$ cat config.mk
export PLATFORM = sky130hd
export DESIGN_NAME = fasta_kmer_extractor_top_flat
export DESIGN_NICKNAME = d
export VERILOG_FILES = /design/src/rtl/fke_pkg.sv /design/src/rtl/fke_byte_if.sv /design/src/rtl/fke_in_reg.sv /design/src/rtl/fke_core.sv /design/src/rtl/fke_out_reg.sv /design/src/rtl/fasta_kmer_extractor_top.sv /design/src/flat_wrapper.sv
export SDC_FILE = /design/constraint.sdc
export NUM_CORES = 1
export LEC_CHECK = 0
export BUFFER_PORTS_ARGS = -buffer_cell sky130_fd_sc_hd__buf_2
export CORE_ASPECT_RATIO = 2
export CORE_MARGIN = 2
export CORE_UTILIZATION = 35
export DETAILED_ROUTE_END_ITERATION = 10
export PLACE_DENSITY = 0.6
export SYNTH_ARGS = -nofsm -noshare
export SYNTH_HDL_FRONTEND = slang
export SYNTH_SLANG_ARGS = --single-unit
$ cat constraint.sdc
create_clock -name clk -period 13.4 [get_ports clk]
set_input_delay 2.68 -clock clk [delete_from_list [all_inputs] [get_ports clk]]
set_output_delay 2.68 -clock clk [all_outputs]
set_load 0.03 [all_outputs]
$ cat src/rtl/fke_pkg.sv
// Package with the shared constants, types and character codes of the k-mer extractor.
`default_nettype none
package fke_pkg;

    localparam int KMER_LENGTH = 32;
    localparam int BYTE_W      = 8;
    localparam int WORD_W      = 64;
    localparam int COUNT_W     = 32;
    localparam int RUN_W       = $clog2(KMER_LENGTH + 1);
    localparam int CODE_W      = 2;

    localparam logic [RUN_W-1:0]   K_RUN   = RUN_W'(KMER_LENGTH);
    localparam logic [COUNT_W-1:0] K_COUNT = COUNT_W'(KMER_LENGTH);
    localparam logic [WORD_W-1:0]  KMER_MASK =
        (2 * KMER_LENGTH >= WORD_W) ? {WORD_W{1'b1}}
                                    : ((WORD_W'(1) << (2 * KMER_LENGTH)) - WORD_W'(1));

    localparam logic [BYTE_W-1:0] CHAR_NL    = 8'h0A;
    localparam logic [BYTE_W-1:0] CHAR_GT    = 8'h3E;
    localparam logic [BYTE_W-1:0] CHAR_A     = 8'h41;
    localparam logic [BYTE_W-1:0] CHAR_C     = 8'h43;
    localparam logic [BYTE_W-1:0] CHAR_G     = 8'h47;
    localparam logic [BYTE_W-1:0] CHAR_T     = 8'h54;
    localparam logic [BYTE_W-1:0] CHAR_UP_Z  = 8'h5A;
    localparam logic [BYTE_W-1:0] CHAR_LO_A  = 8'h61;
    localparam logic [BYTE_W-1:0] CHAR_LO_Z  = 8'h7A;

    localparam logic [CODE_W-1:0] BASE_A = 2'd0;
    localparam logic [CODE_W-1:0] BASE_C = 2'd1;
    localparam logic [CODE_W-1:0] BASE_G = 2'd2;
    localparam logic [CODE_W-1:0] BASE_T = 2'd3;

    typedef struct packed {
        logic              fire;
        logic [BYTE_W-1:0] text_byte;
    } step_req_t;

    typedef struct packed {
        logic               emit;
        logic [WORD_W-1:0]  kmer_word;
        logic [COUNT_W-1:0] sequence_number;
        logic [COUNT_W-1:0] start_position;
    } kmer_res_t;

endpackage
`default_nettype wire

$ cat src/rtl/fke_byte_if.sv
// Interfaces for the text byte channel and the k-mer result channel.
`default_nettype none
interface fke_byte_if;
    import fke_pkg::*;

    logic              valid;
    logic              ready;
    logic [BYTE_W-1:0] text_byte;

    modport source (output valid, output text_byte, input ready);
    modport sink   (input valid, input text_byte, output ready);
endinterface

interface fke_kmer_if;
    import fke_pkg::*;

    logic               valid;
    logic               ready;
    logic [WORD_W-1:0]  kmer_word;
    logic [COUNT_W-1:0] sequence_number;
    logic [COUNT_W-1:0] start_position;

    modport source (output valid, output kmer_word, output sequence_number,
                    output start_position, input ready);
    modport sink   (input valid, input kmer_word, input sequence_number,
                    input start_position, output ready);
endinterface
`default_nettype wire

$ cat src/rtl/fke_in_reg.sv
// Input register holding one text byte request until the step logic takes it.
`default_nettype none
module fke_in_reg (
    input  wire logic                         clk,
    input  wire logic                         rst_n,
    fke_byte_if.sink                          text,
    input  wire logic                         take,
    output fke_pkg::step_req_t                req
);
    import fke_pkg::*;

    logic              valid_reg;
    logic              valid_next;
    logic [BYTE_W-1:0] byte_reg;
    logic              accept;

    assign text.ready = !valid_reg || take;
    assign accept     = text.valid && text.ready;

    always_comb
    begin
        valid_next = valid_reg;
        if (accept)
        begin
            valid_next = 1'b1;
        end
        else if (take)
        begin
            valid_next = 1'b0;
        end
    end

    always_ff @(posedge clk or negedge rst_n)
    begin
        if (!rst_n)
        begin
            valid_reg <= 1'b0;
        end
        else
        begin
            valid_reg <= valid_next;
        end
    end

    always_ff @(posedge clk)
    begin
        if (accept)
        begin
            byte_reg <= text.text_byte;
        end
    end

    assign req.fire      = valid_reg && take;
    assign req.text_byte = byte_reg;

endmodule
`default_nettype wire

$ cat src/rtl/fke_core.sv
// Parser state and combinational step logic: header skip, base packing and run counting.
`default_nettype none
module fke_core (
    input  wire logic               clk,
    input  wire logic               rst_n,
    input  wire fke_pkg::step_req_t req,
    output fke_pkg::kmer_res_t      res
);
    import fke_pkg::*;

    logic [WORD_W-1:0]  packed_reg;
    logic [WORD_W-1:0]  packed_next;
    logic [RUN_W-1:0]   run_reg;
    logic [RUN_W-1:0]   run_next;
    logic [COUNT_W-1:0] index_reg;
    logic [COUNT_W-1:0] index_next;
    logic [COUNT_W-1:0] seq_reg;
    logic [COUNT_W-1:0] seq_next;
    logic               header_reg;
    logic               header_next;
    logic [CODE_W-1:0]  code;
    logic               good;
    logic               is_letter;
    logic               emit;
    logic [COUNT_W-1:0] index_inc;

    assign is_letter = ((req.text_byte >= CHAR_A) && (req.text_byte <= CHAR_UP_Z)) ||
                       ((req.text_byte >= CHAR_LO_A) && (req.text_byte <= CHAR_LO_Z));
    assign index_inc = (index_reg == {COUNT_W{1'b1}}) ? index_reg : index_reg + COUNT_W'(1);

    always_comb
    begin
        code = BASE_A;
        good = 1'b1;
        case (req.text_byte)
            CHAR_A:  code = BASE_A;
            CHAR_C:  code = BASE_C;
            CHAR_G:  code = BASE_G;
            CHAR_T:  code = BASE_T;
            default: good = 1'b0;
        endcase
    end

    always_comb
    begin
        packed_next = packed_reg;
        run_next    = run_reg;
        index_next  = index_reg;
        seq_next    = seq_reg;
        header_next = header_reg;
        emit        = 1'b0;
        if (req.fire)
        begin
            if (header_reg)
            begin
                if (req.text_byte == CHAR_NL)
                begin
                    header_next = 1'b0;
                end
            end
            else if (is_letter)
            begin
                packed_next = {packed_reg[WORD_W-CODE_W-1:0], code};
                if (!good)
                begin
                    run_next = '0;
                end
                else if (run_reg < K_RUN)
                begin
                    run_next = run_reg + RUN_W'(1);
                end
                index_next = index_inc;
                emit       = good && (run_next == K_RUN);
            end
            else if (req.text_byte == CHAR_GT)
            begin
                seq_next    = (seq_reg == {COUNT_W{1'b1}}) ? seq_reg : seq_reg + COUNT_W'(1);
                run_next    = '0;
                index_next  = index_inc;
                header_next = 1'b1;
            end
        end
    end

    always_ff @(posedge clk or negedge rst_n)
    begin
        if (!rst_n)
        begin
            packed_reg <= '0;
            run_reg    <= '0;
            index_reg  <= '0;
            seq_reg    <= '0;
            header_reg <= 1'b1;
        end
        else
        begin
            packed_reg <= packed_next;
            run_reg    <= run_next;
            index_reg  <= index_next;
            seq_reg    <= seq_next;
            header_reg <= header_next;
        end
    end

    assign res.emit            = emit;
    assign res.kmer_word       = packed_next & KMER_MASK;
    assign res.sequence_number = seq_reg;
    assign res.start_position  = index_next - K_COUNT;

    a_run_bound: assert property (@(posedge clk) disable iff (!rst_n)
        run_reg <= K_RUN)
        else $error("run counter above k-mer length");

    a_emit_body: assert property (@(posedge clk) disable iff (!rst_n)
        emit |-> (req.fire && !header_reg))
        else $error("result emitted outside sequence body");

    a_emit_run: assert property (@(posedge clk) disable iff (!rst_n)
        emit |=> (run_reg == K_RUN))
        else $error("run not full after result");

    a_new_header: assert property (@(posedge clk) disable iff (!rst_n)
        (req.fire && !header_reg && (req.text_byte == CHAR_GT))
            |=> (header_reg && (run_reg == '0)))
        else $error("header start did not clear run");

endmodule
`default_nettype wire

$ cat src/rtl/fke_out_reg.sv
// Result register driving the k-mer channel.
`default_nettype none
module fke_out_reg (
    input  wire logic               clk,
    input  wire logic               rst_n,
    input  wire logic               load,
    input  wire fke_pkg::kmer_res_t res,
    output logic                    free,
    fke_kmer_if.source              kmer
);
    import fke_pkg::*;

    logic               valid_reg;
    logic               valid_next;
    logic [WORD_W-1:0]  word_reg;
    logic [COUNT_W-1:0] seq_reg;
    logic [COUNT_W-1:0] start_reg;

    assign free = !valid_reg || kmer.ready;

    always_comb
    begin
        valid_next = valid_reg;
        if (load)
        begin
            valid_next = res.emit;
        end
        else if (kmer.ready)
        begin
            valid_next = 1'b0;
        end
    end

    always_ff @(posedge clk or negedge rst_n)
    begin
        if (!rst_n)
        begin
            valid_reg <= 1'b0;
        end
        else
        begin
            valid_reg <= valid_next;
        end
    end

    always_ff @(posedge clk)
    begin
        if (load && res.emit)
        begin
            word_reg  <= res.kmer_word;
            seq_reg   <= res.sequence_number;
            start_reg <= res.start_position;
        end
    end

    assign kmer.valid           = valid_reg;
    assign kmer.kmer_word       = word_reg;
    assign kmer.sequence_number = seq_reg;
    assign kmer.start_position  = start_reg;

endmodule
`default_nettype wire

$ cat src/rtl/fasta_kmer_extractor_top.sv
// Top level of the FASTA k-mer extractor: input register, step logic, result register.
// Each byte passes input register, step logic and result register in order.
// Throughput: one text byte per cycle while the result register is free. While
// a result waits on kmer.ready the step logic stalls, and the input register
// holds at most one byte. The step logic between the registers sets the rate.
// Reset (rst_n low, asynchronous) clears all counters and packed bases, empties
// both registers and puts the parser inside the first-line header.
`default_nettype none
module fasta_kmer_extractor_top (
    input  wire logic  clk,
    input  wire logic  rst_n,
    fke_byte_if.sink   text,
    fke_kmer_if.source kmer
);
    import fke_pkg::*;

    step_req_t req;
    kmer_res_t res;
    logic      free;

    fke_in_reg u_in_reg (
        .clk   (clk),
        .rst_n (rst_n),
        .text  (text),
        .take  (free),
        .req   (req)
    );

    fke_core u_core (
        .clk   (clk),
        .rst_n (rst_n),
        .req   (req),
        .res   (res)
    );

    fke_out_reg u_out_reg (
        .clk   (clk),
        .rst_n (rst_n),
        .load  (req.fire),
        .res   (res),
        .free  (free),
        .kmer  (kmer)
    );

endmodule
`default_nettype wire
$ cat src/flat_wrapper.sv
// flat-port wrapper written by rule: the top's interface ports become plain ports
module fasta_kmer_extractor_top_flat import fke_pkg::*;
  (clk, rst_n, text_valid, text_text_byte, text_ready, kmer_valid, kmer_kmer_word, kmer_sequence_number, kmer_start_position, kmer_ready);
  fke_byte_if text_i ();
  fke_kmer_if kmer_i ();
  input  wire logic clk;
  input  wire logic rst_n;
  input wire logic [$bits(text_i.valid)-1:0] text_valid;
  input wire logic [$bits(text_i.text_byte)-1:0] text_text_byte;
  output wire logic [$bits(text_i.ready)-1:0] text_ready;
  output wire logic [$bits(kmer_i.valid)-1:0] kmer_valid;
  output wire logic [$bits(kmer_i.kmer_word)-1:0] kmer_kmer_word;
  output wire logic [$bits(kmer_i.sequence_number)-1:0] kmer_sequence_number;
  output wire logic [$bits(kmer_i.start_position)-1:0] kmer_start_position;
  input wire logic [$bits(kmer_i.ready)-1:0] kmer_ready;
  assign text_i.valid = text_valid;
  assign text_i.text_byte = text_text_byte;
  assign text_ready = text_i.ready;
  assign kmer_valid = kmer_i.valid;
  assign kmer_kmer_word = kmer_i.kmer_word;
  assign kmer_sequence_number = kmer_i.sequence_number;
  assign kmer_start_position = kmer_i.start_position;
  assign kmer_i.ready = kmer_ready;
  fasta_kmer_extractor_top u_core (.clk(clk), .rst_n(rst_n), .text(text_i), .kmer(kmer_i));
endmodule
==> results of run 1 <==
[metrics by stage]
step | worst slack (ns) | instances | util
after global placement | 7.02 | 1263 | 0.392
after floorplan | 3.94 | 764 | -
after detailed placement | 6.94 | 1263 | 0.392
final | 7.17 | 1309 | 0.419
after CTS | 7.17 | 1309 | 0.419
after global routing | 7.12 | 1309 | 0.419
[layout make-up]
type	instances	share of cell area
multi-input combinational	446	0.250
sequential	273	0.584
inverter	23	0.00671
timing repair buffer	149	0.0600
clock buffer	34	0.0528
clock inverter	12	0.0107
tap	372	0.0362
[layer usage]
layer / routed length [microns] / track usage / vias up
met5: 0 / 0 / -
met4: 948 / 0.0677 / 0
met3: 1010 / 0.0248 / 49
met2: 12500 / 0.263 / 152
met1: 8430 / 0.149 / 3256
li1: - / - / 3106
[power by group through the flow]
| stage | combinational (mW) | clock [mW] | sequential [mW] |
|---|---|---|---|
| final | 0.0254 | 0.710 | 0.890 |
| after global routing | 0.0300 | 0.763 | 0.891 |
| after global placement | 0.0262 | 0 | 0.906 |
| after detailed placement | 0.0261 | 0 | 0.907 |
| after CTS | 0.0267 | 0.738 | 0.890 |
| after floorplan | 0.0124 | 0 | 0.904 |
[layout by cell type, fill, tap and decap left out, types with 19 or more instances in the layout]
| master | instances |
|---|---|
| nor3_1 | 23 |
| nand3_1 | 38 |
| xnor2_1 | 53 |
| buf_2 | 140 |
| clkbuf_16 | 25 |
| dfrtp_1 | 136 |
| nor2_1 | 35 |
| edfxtp_1 | 136 |
| inv_1 | 23 |
| nand4_1 | 19 |
| mux2_2 | 63 |
| nand2_1 | 46 |
| xor2_1 | 27 |
[critical path, cell delays in order]
cell and delay (ns):
buf_2 0.10, nor2b_1 0.40, nand2_1 0.17, buf_2 0.21
[cells by family (layout without fill, tap and decap cells)]
logic type / count (synthesis) / after routing
flops: 273 / 273
simple gates: 249 / 249
xor+xnor: 80 / 80
mux: 64 / 64
compound gates: 49 / 49
buf+inv: 45 / 218
fa+ha+maj: 4 / 4
[worst paths after layout]
kind / from / slack (ns) / to / cells past startpoint
max in group asynchronous: rst_n / 9.85 / u_core.u_core.seq_reg[18] / 2
worst min-delay path: u_core.u_core.seq_reg[30] / 0.47 / u_core.u_out_reg.kmer.sequence_number[30] / 0
worst max-delay path: kmer_ready / 7.17 / text_ready / 4
min in group asynchronous: rst_n / 2.16 / u_core.u_out_reg.kmer.valid / 1
worst max register to register: u_core.u_in_reg.byte_reg[0] / 8.90 / u_core.u_out_reg.kmer.start_position[22] / 11
worst min register to register: u_core.u_core.seq_reg[30] / 0.47 / u_core.u_out_reg.kmer.sequence_number[30] / 0
==> impl_results.md, run 1 <==
- Status: finished clean
- Net Count, Synth: 780
- Synth warnings: 0
- Comb pwr share: 0.016
- Fin Setup TNS: 0 ns
- Synth top area cells: edfxtp_1, dfrtp_1, mux2_2
- Power share of the clock group: 0.437
- Initial antenna violation count: 0
- Final Max Tran Viols: 0
- Ports: 142
- Global-route wire length before repair: 36.1 mm
- Routed WL: 22.9 mm
- Post-Synth Adder-Cell Area: 0.00459
- DRT antenna net count: 0
- Vias in the first global route: 6821
- Critical path launch point type: input port
- H-Tree Depth: 1
- Resized cells post-CTS: 0
- Fin crit share: 0.465
- Post-Syn Area: 10900 sq um
- Initial core utilization: 0.354
- Die Wd: 129 microns
- Multi-input gate area: 3210 sq um
- P_int: 1.29 mW
- Top-area cell type share of the netlist area: 0.375
- Post-synth EDFFs: 136
- Postcts setup bufs: 0
- Setup crit end kind: output pin
- Max_slew headroom: 0.425
- Compound-Gate Fraction of Synth Area: 0.0320
- DR vias: 6563
- CTS root buf: clkbuf_16
- Asr flop ratio synth: 0.502
- Largest family of logic cells by synthesized area: simple AND/OR/NAND/NOR gates
- Vias/cell: 5.01
- Post-synthesis xor/xnor area fraction: 0.0643
- DR DRC count: 0
- Die area: 32600 sq um
- Top post-synthesis cells by count: dfrtp_1, edfxtp_1, mux2_2
- Sw frac: 0.206
- Placer congestion estimate: just over 0.9
- Final setup vio count: 0
- Clock transition at path regs: approximately 0.06 ns
- Ys flop type: edfxtp_1
- Largest net degree at the start of global routing: 76
- Vert. Die Dim: 254 microns
- Worst vdd ir: 0.0796 mV
- Finished Cell Area: 12900 sq um
- 1st-iter DRT viols: 323
- I/O Buffers: 141
- Slew @ Worst Pin: 0.851 ns
- Ant diodes: 0
- Share of cells above drive strength 1: 0.291
- Switching power: 0.335 mW
- Num rows: 91
- Register area share after synthesis: 0.690
- Hpwl dp: 16.0 mm
- Yosys reg bits: 273
- CORE AREA: 30700 sq um
- DR pass1 iterations: 4
- WS Path Type: input port to output pin
- Fillers: around 2900
- Unrepaired setup endpoints after global routing: false
- Syn-to-layout area delta: 18.1%
- Clk buf depth: 3
- Skew final: 0.0182 ns
- Hold Fails Final Rpt: 0
- Synth Area in Simple Gates: 0.126
- CP Data Arrival Time: 3.55 ns
- Sequential share of power: 0.547
- Worst-Skew Late Latency: around 0.54 ns
- Yosys top cell by area: edfxtp_1
- Synth Instances: 764
- Total Power: between 1.5 and 2 mW
- DP Area: 12000 sq um
- Hold Crit Class: flip-flop to flip-flop
- Power per cell area: 126 nW/um^2
- Final #Nets: 934
- Wire length per cell: 17.5 microns
- CTS tree: yes
- Reg area: 7510 sq um
- Aggregate global routing overflow: 0
- Unique masters post-synth: 57
- # Max-Cap Violations: 0
- Static Leak: 5.43 nW
- CP Max Fanout: 6
- GR Util All Layers: 0.141
- FMAX: 160 MHz
- Critical path required time: around 11 ns
- Cts hold-fix bufs: 0
- Syn Area/Cell: 14.3 sq um
- Clk sinks: ~270
- Multiplexer share of the synthesized area: 0.0660
- Hold_ws: 0.466 ns
- Min cycle time layout: 6.23 ns
- Num CTS Buffers: 25
No activity file was read; power rests on OpenSTA's default activity.
==> inputs of run 2 (changes only) <==
clock period = 6.2 ns   (was 13.4 ns; I/O delays follow)
==> run 2 against run 1 <==
Worst hold slack better by 0.0032 ns. Global-route usage grew 0.065 points. Total power rose by 120%. Clock power increased by 140%. Critical endpoint is now u_core.u_out_reg.kmer.start_position[30].
==> impl_results.md, run 2 (same netlist as run 1, synthesis figures left out) <==
- Status: finished clean
- Final #Nets: approximately 940
- Hold Fails Final Rpt: 0
- Num CTS Buffers: 26
- Initial antenna violation count: 2
- DP Area: 12000 sq um
- Share of cells above drive strength 1: 0.296
- DR vias: around 6600
- Min cycle time layout: 4.80 ns
- Hpwl dp: 16.0 mm
- Commonest non-fill, non-tap cells in the layout: buf_2, dfrtp_1, edfxtp_1
- Postcts setup bufs: 0
- Worst vdd ir: about 0.24 mV
- Largest net degree at the start of global routing: 86
- CTS tree: yes
- Hold Crit Class: flip-flop to flip-flop
- Die Wd: 129 microns
- R2R Path Start: u_core.u_in_reg.byte_reg[0]
- Worst R2R End: u_core.u_out_reg.kmer.start_position[30]
- H-Tree Depth: 1
- Final Max Tran Viols: 0
- CORE AREA: 30700 sq um
- DR pass1 iterations: 5
- Fin crit share: 0.775
- CP Data Arrival Time: 5.09 ns
- Initial core utilization: 0.354
- FMAX: around 210 MHz
- Syn-to-layout area delta: 19.0%
- Aggregate global routing overflow: 0
- Die area: 32600 sq um
- CP Max Fanout: 9
- Skew final: around 0.014 ns
- Fin Setup TNS: 0 ns
- Commonest non-fill, non-tap cell in the layout: buf_2
- Fillers: 2835
- CP Capture Point: u_core.u_out_reg.kmer.start_position[30]
- Worst Reg-to-Reg Cells: 10
- Critical path launch point type: input port
- 1st-iter DRT viols: 328
- Setup crit end kind: flip-flop
- Unrepaired setup endpoints after global routing: false
- Wire length per cell: 17.6 microns
- Global-route wire length before repair: 36.2 mm
- Worst Setup SP: kmer_ready
- Hold_ws: 0.469 ns
- GR Util All Layers: 0.141
- Power per cell area: 282 nW/um^2
- # Max-Cap Violations: 0
- DRT antenna net count: 0
- Resized cells post-CTS: 0
- Vias/cell: roughly 5
- Clock transition at path regs: 0.07 ns
- Vert. Die Dim: 254 microns
- Clk sinks: 273
- Ant diodes: 0
- Clk buf depth: 3
- I/O Buffers: 141
- Cts hold-fix bufs: 0
- WS Path Type: input port to flip-flop
- Final setup vio count: 0
- Vias in the first global route: slightly below 7000
- Slew @ Worst Pin: 1.07 ns
- Ports: 142
- Max_slew headroom: 0.286
- Routed WL: about 23 mm
- Placer congestion estimate: around 0.93
- Reg2Reg Setup Slack: 1.50 ns
- Static Leak: 5.46 nW
- Worst-Skew Late Latency: roughly 0.55 ns
- Critical path required time: 6.48 ns
- Finished Cell Area: approximately 13000 sq um
- DR DRC count: 0
- CTS root buf: clkbuf_16
- Num rows: just over 90
==> run 2: worst min-delay path by stage <==
stage                     slack, ns                                        end                      start  cells after the start
after floorplan                0.42  u_core.u_out_reg.kmer.sequence_number[30]  u_core.u_core.seq_reg[30]                      0
after global placement         0.44  u_core.u_out_reg.kmer.sequence_number[30]  u_core.u_core.seq_reg[30]                      0
after detailed placement       0.45  u_core.u_out_reg.kmer.sequence_number[30]  u_core.u_core.seq_reg[30]                      0
after CTS                      0.48                   u_core.u_core.header_reg   u_core.u_core.header_reg                      2
after global routing           0.48  u_core.u_out_reg.kmer.sequence_number[30]  u_core.u_core.seq_reg[30]                      0
final                          0.47  u_core.u_out_reg.kmer.sequence_number[30]  u_core.u_core.seq_reg[30]                      0
==> run 2: critical path: stages <==
cell	delay [ns]
buf_2	0.07
nor2b_1	0.09
or4b_2	0.77
o21ai_1	0.66
nand4_1	0.25
xor2_1	0.30
inv_1	0.10
or4b_4	0.57
nor4_1	0.70
nor2b_1	0.25
xor2_1	0.08
==> run 2: per-layer routing <==
layer  track usage  vias to the layer above  part of all wire
met5             0                        -            0.0010
met4        0.0789                        4             0.051
met3        0.0248                       67             0.043
met2         0.253                      180              0.53
met1         0.155                     3224              0.38
li1              -                     3111                 -
==> run 2: per-stage QoR <==
stage,instances,setup WS (ns),util,power [mW]
2_1_floorplan,764,0.225,-,1.98
3_3_place_gp,1263,0.934,0.392,2.01
3_5_place_dp,1263,0.828,0.392,2.02
4_1_cts,1311,1.42,0.422,3.72
5_1_grt,1311,1.24,0.422,3.80
6_report,1311,1.40,0.422,3.66
==> run 2: layout make-up <==
class / count / area, sq um / area share
clock buffer: 31 / 689 / 0.0532
clock inverter: 17 / 228 / 0.0176
inverter: 23 / 86.3 / 0.00666
multi-input combinational: 446 / 3210 / 0.248
sequential: 273 / 7510 / 0.579
tap: 372 / 465 / 0.0359
timing repair buffer: 149 / 772 / 0.0595
==> run 2: where the power goes <==
group | internal [mW] | switching (mW)
Combinational | 0.0179 | 0.0374
Clock | 0.975 | 0.705
Sequential | 1.91 | 0.0147
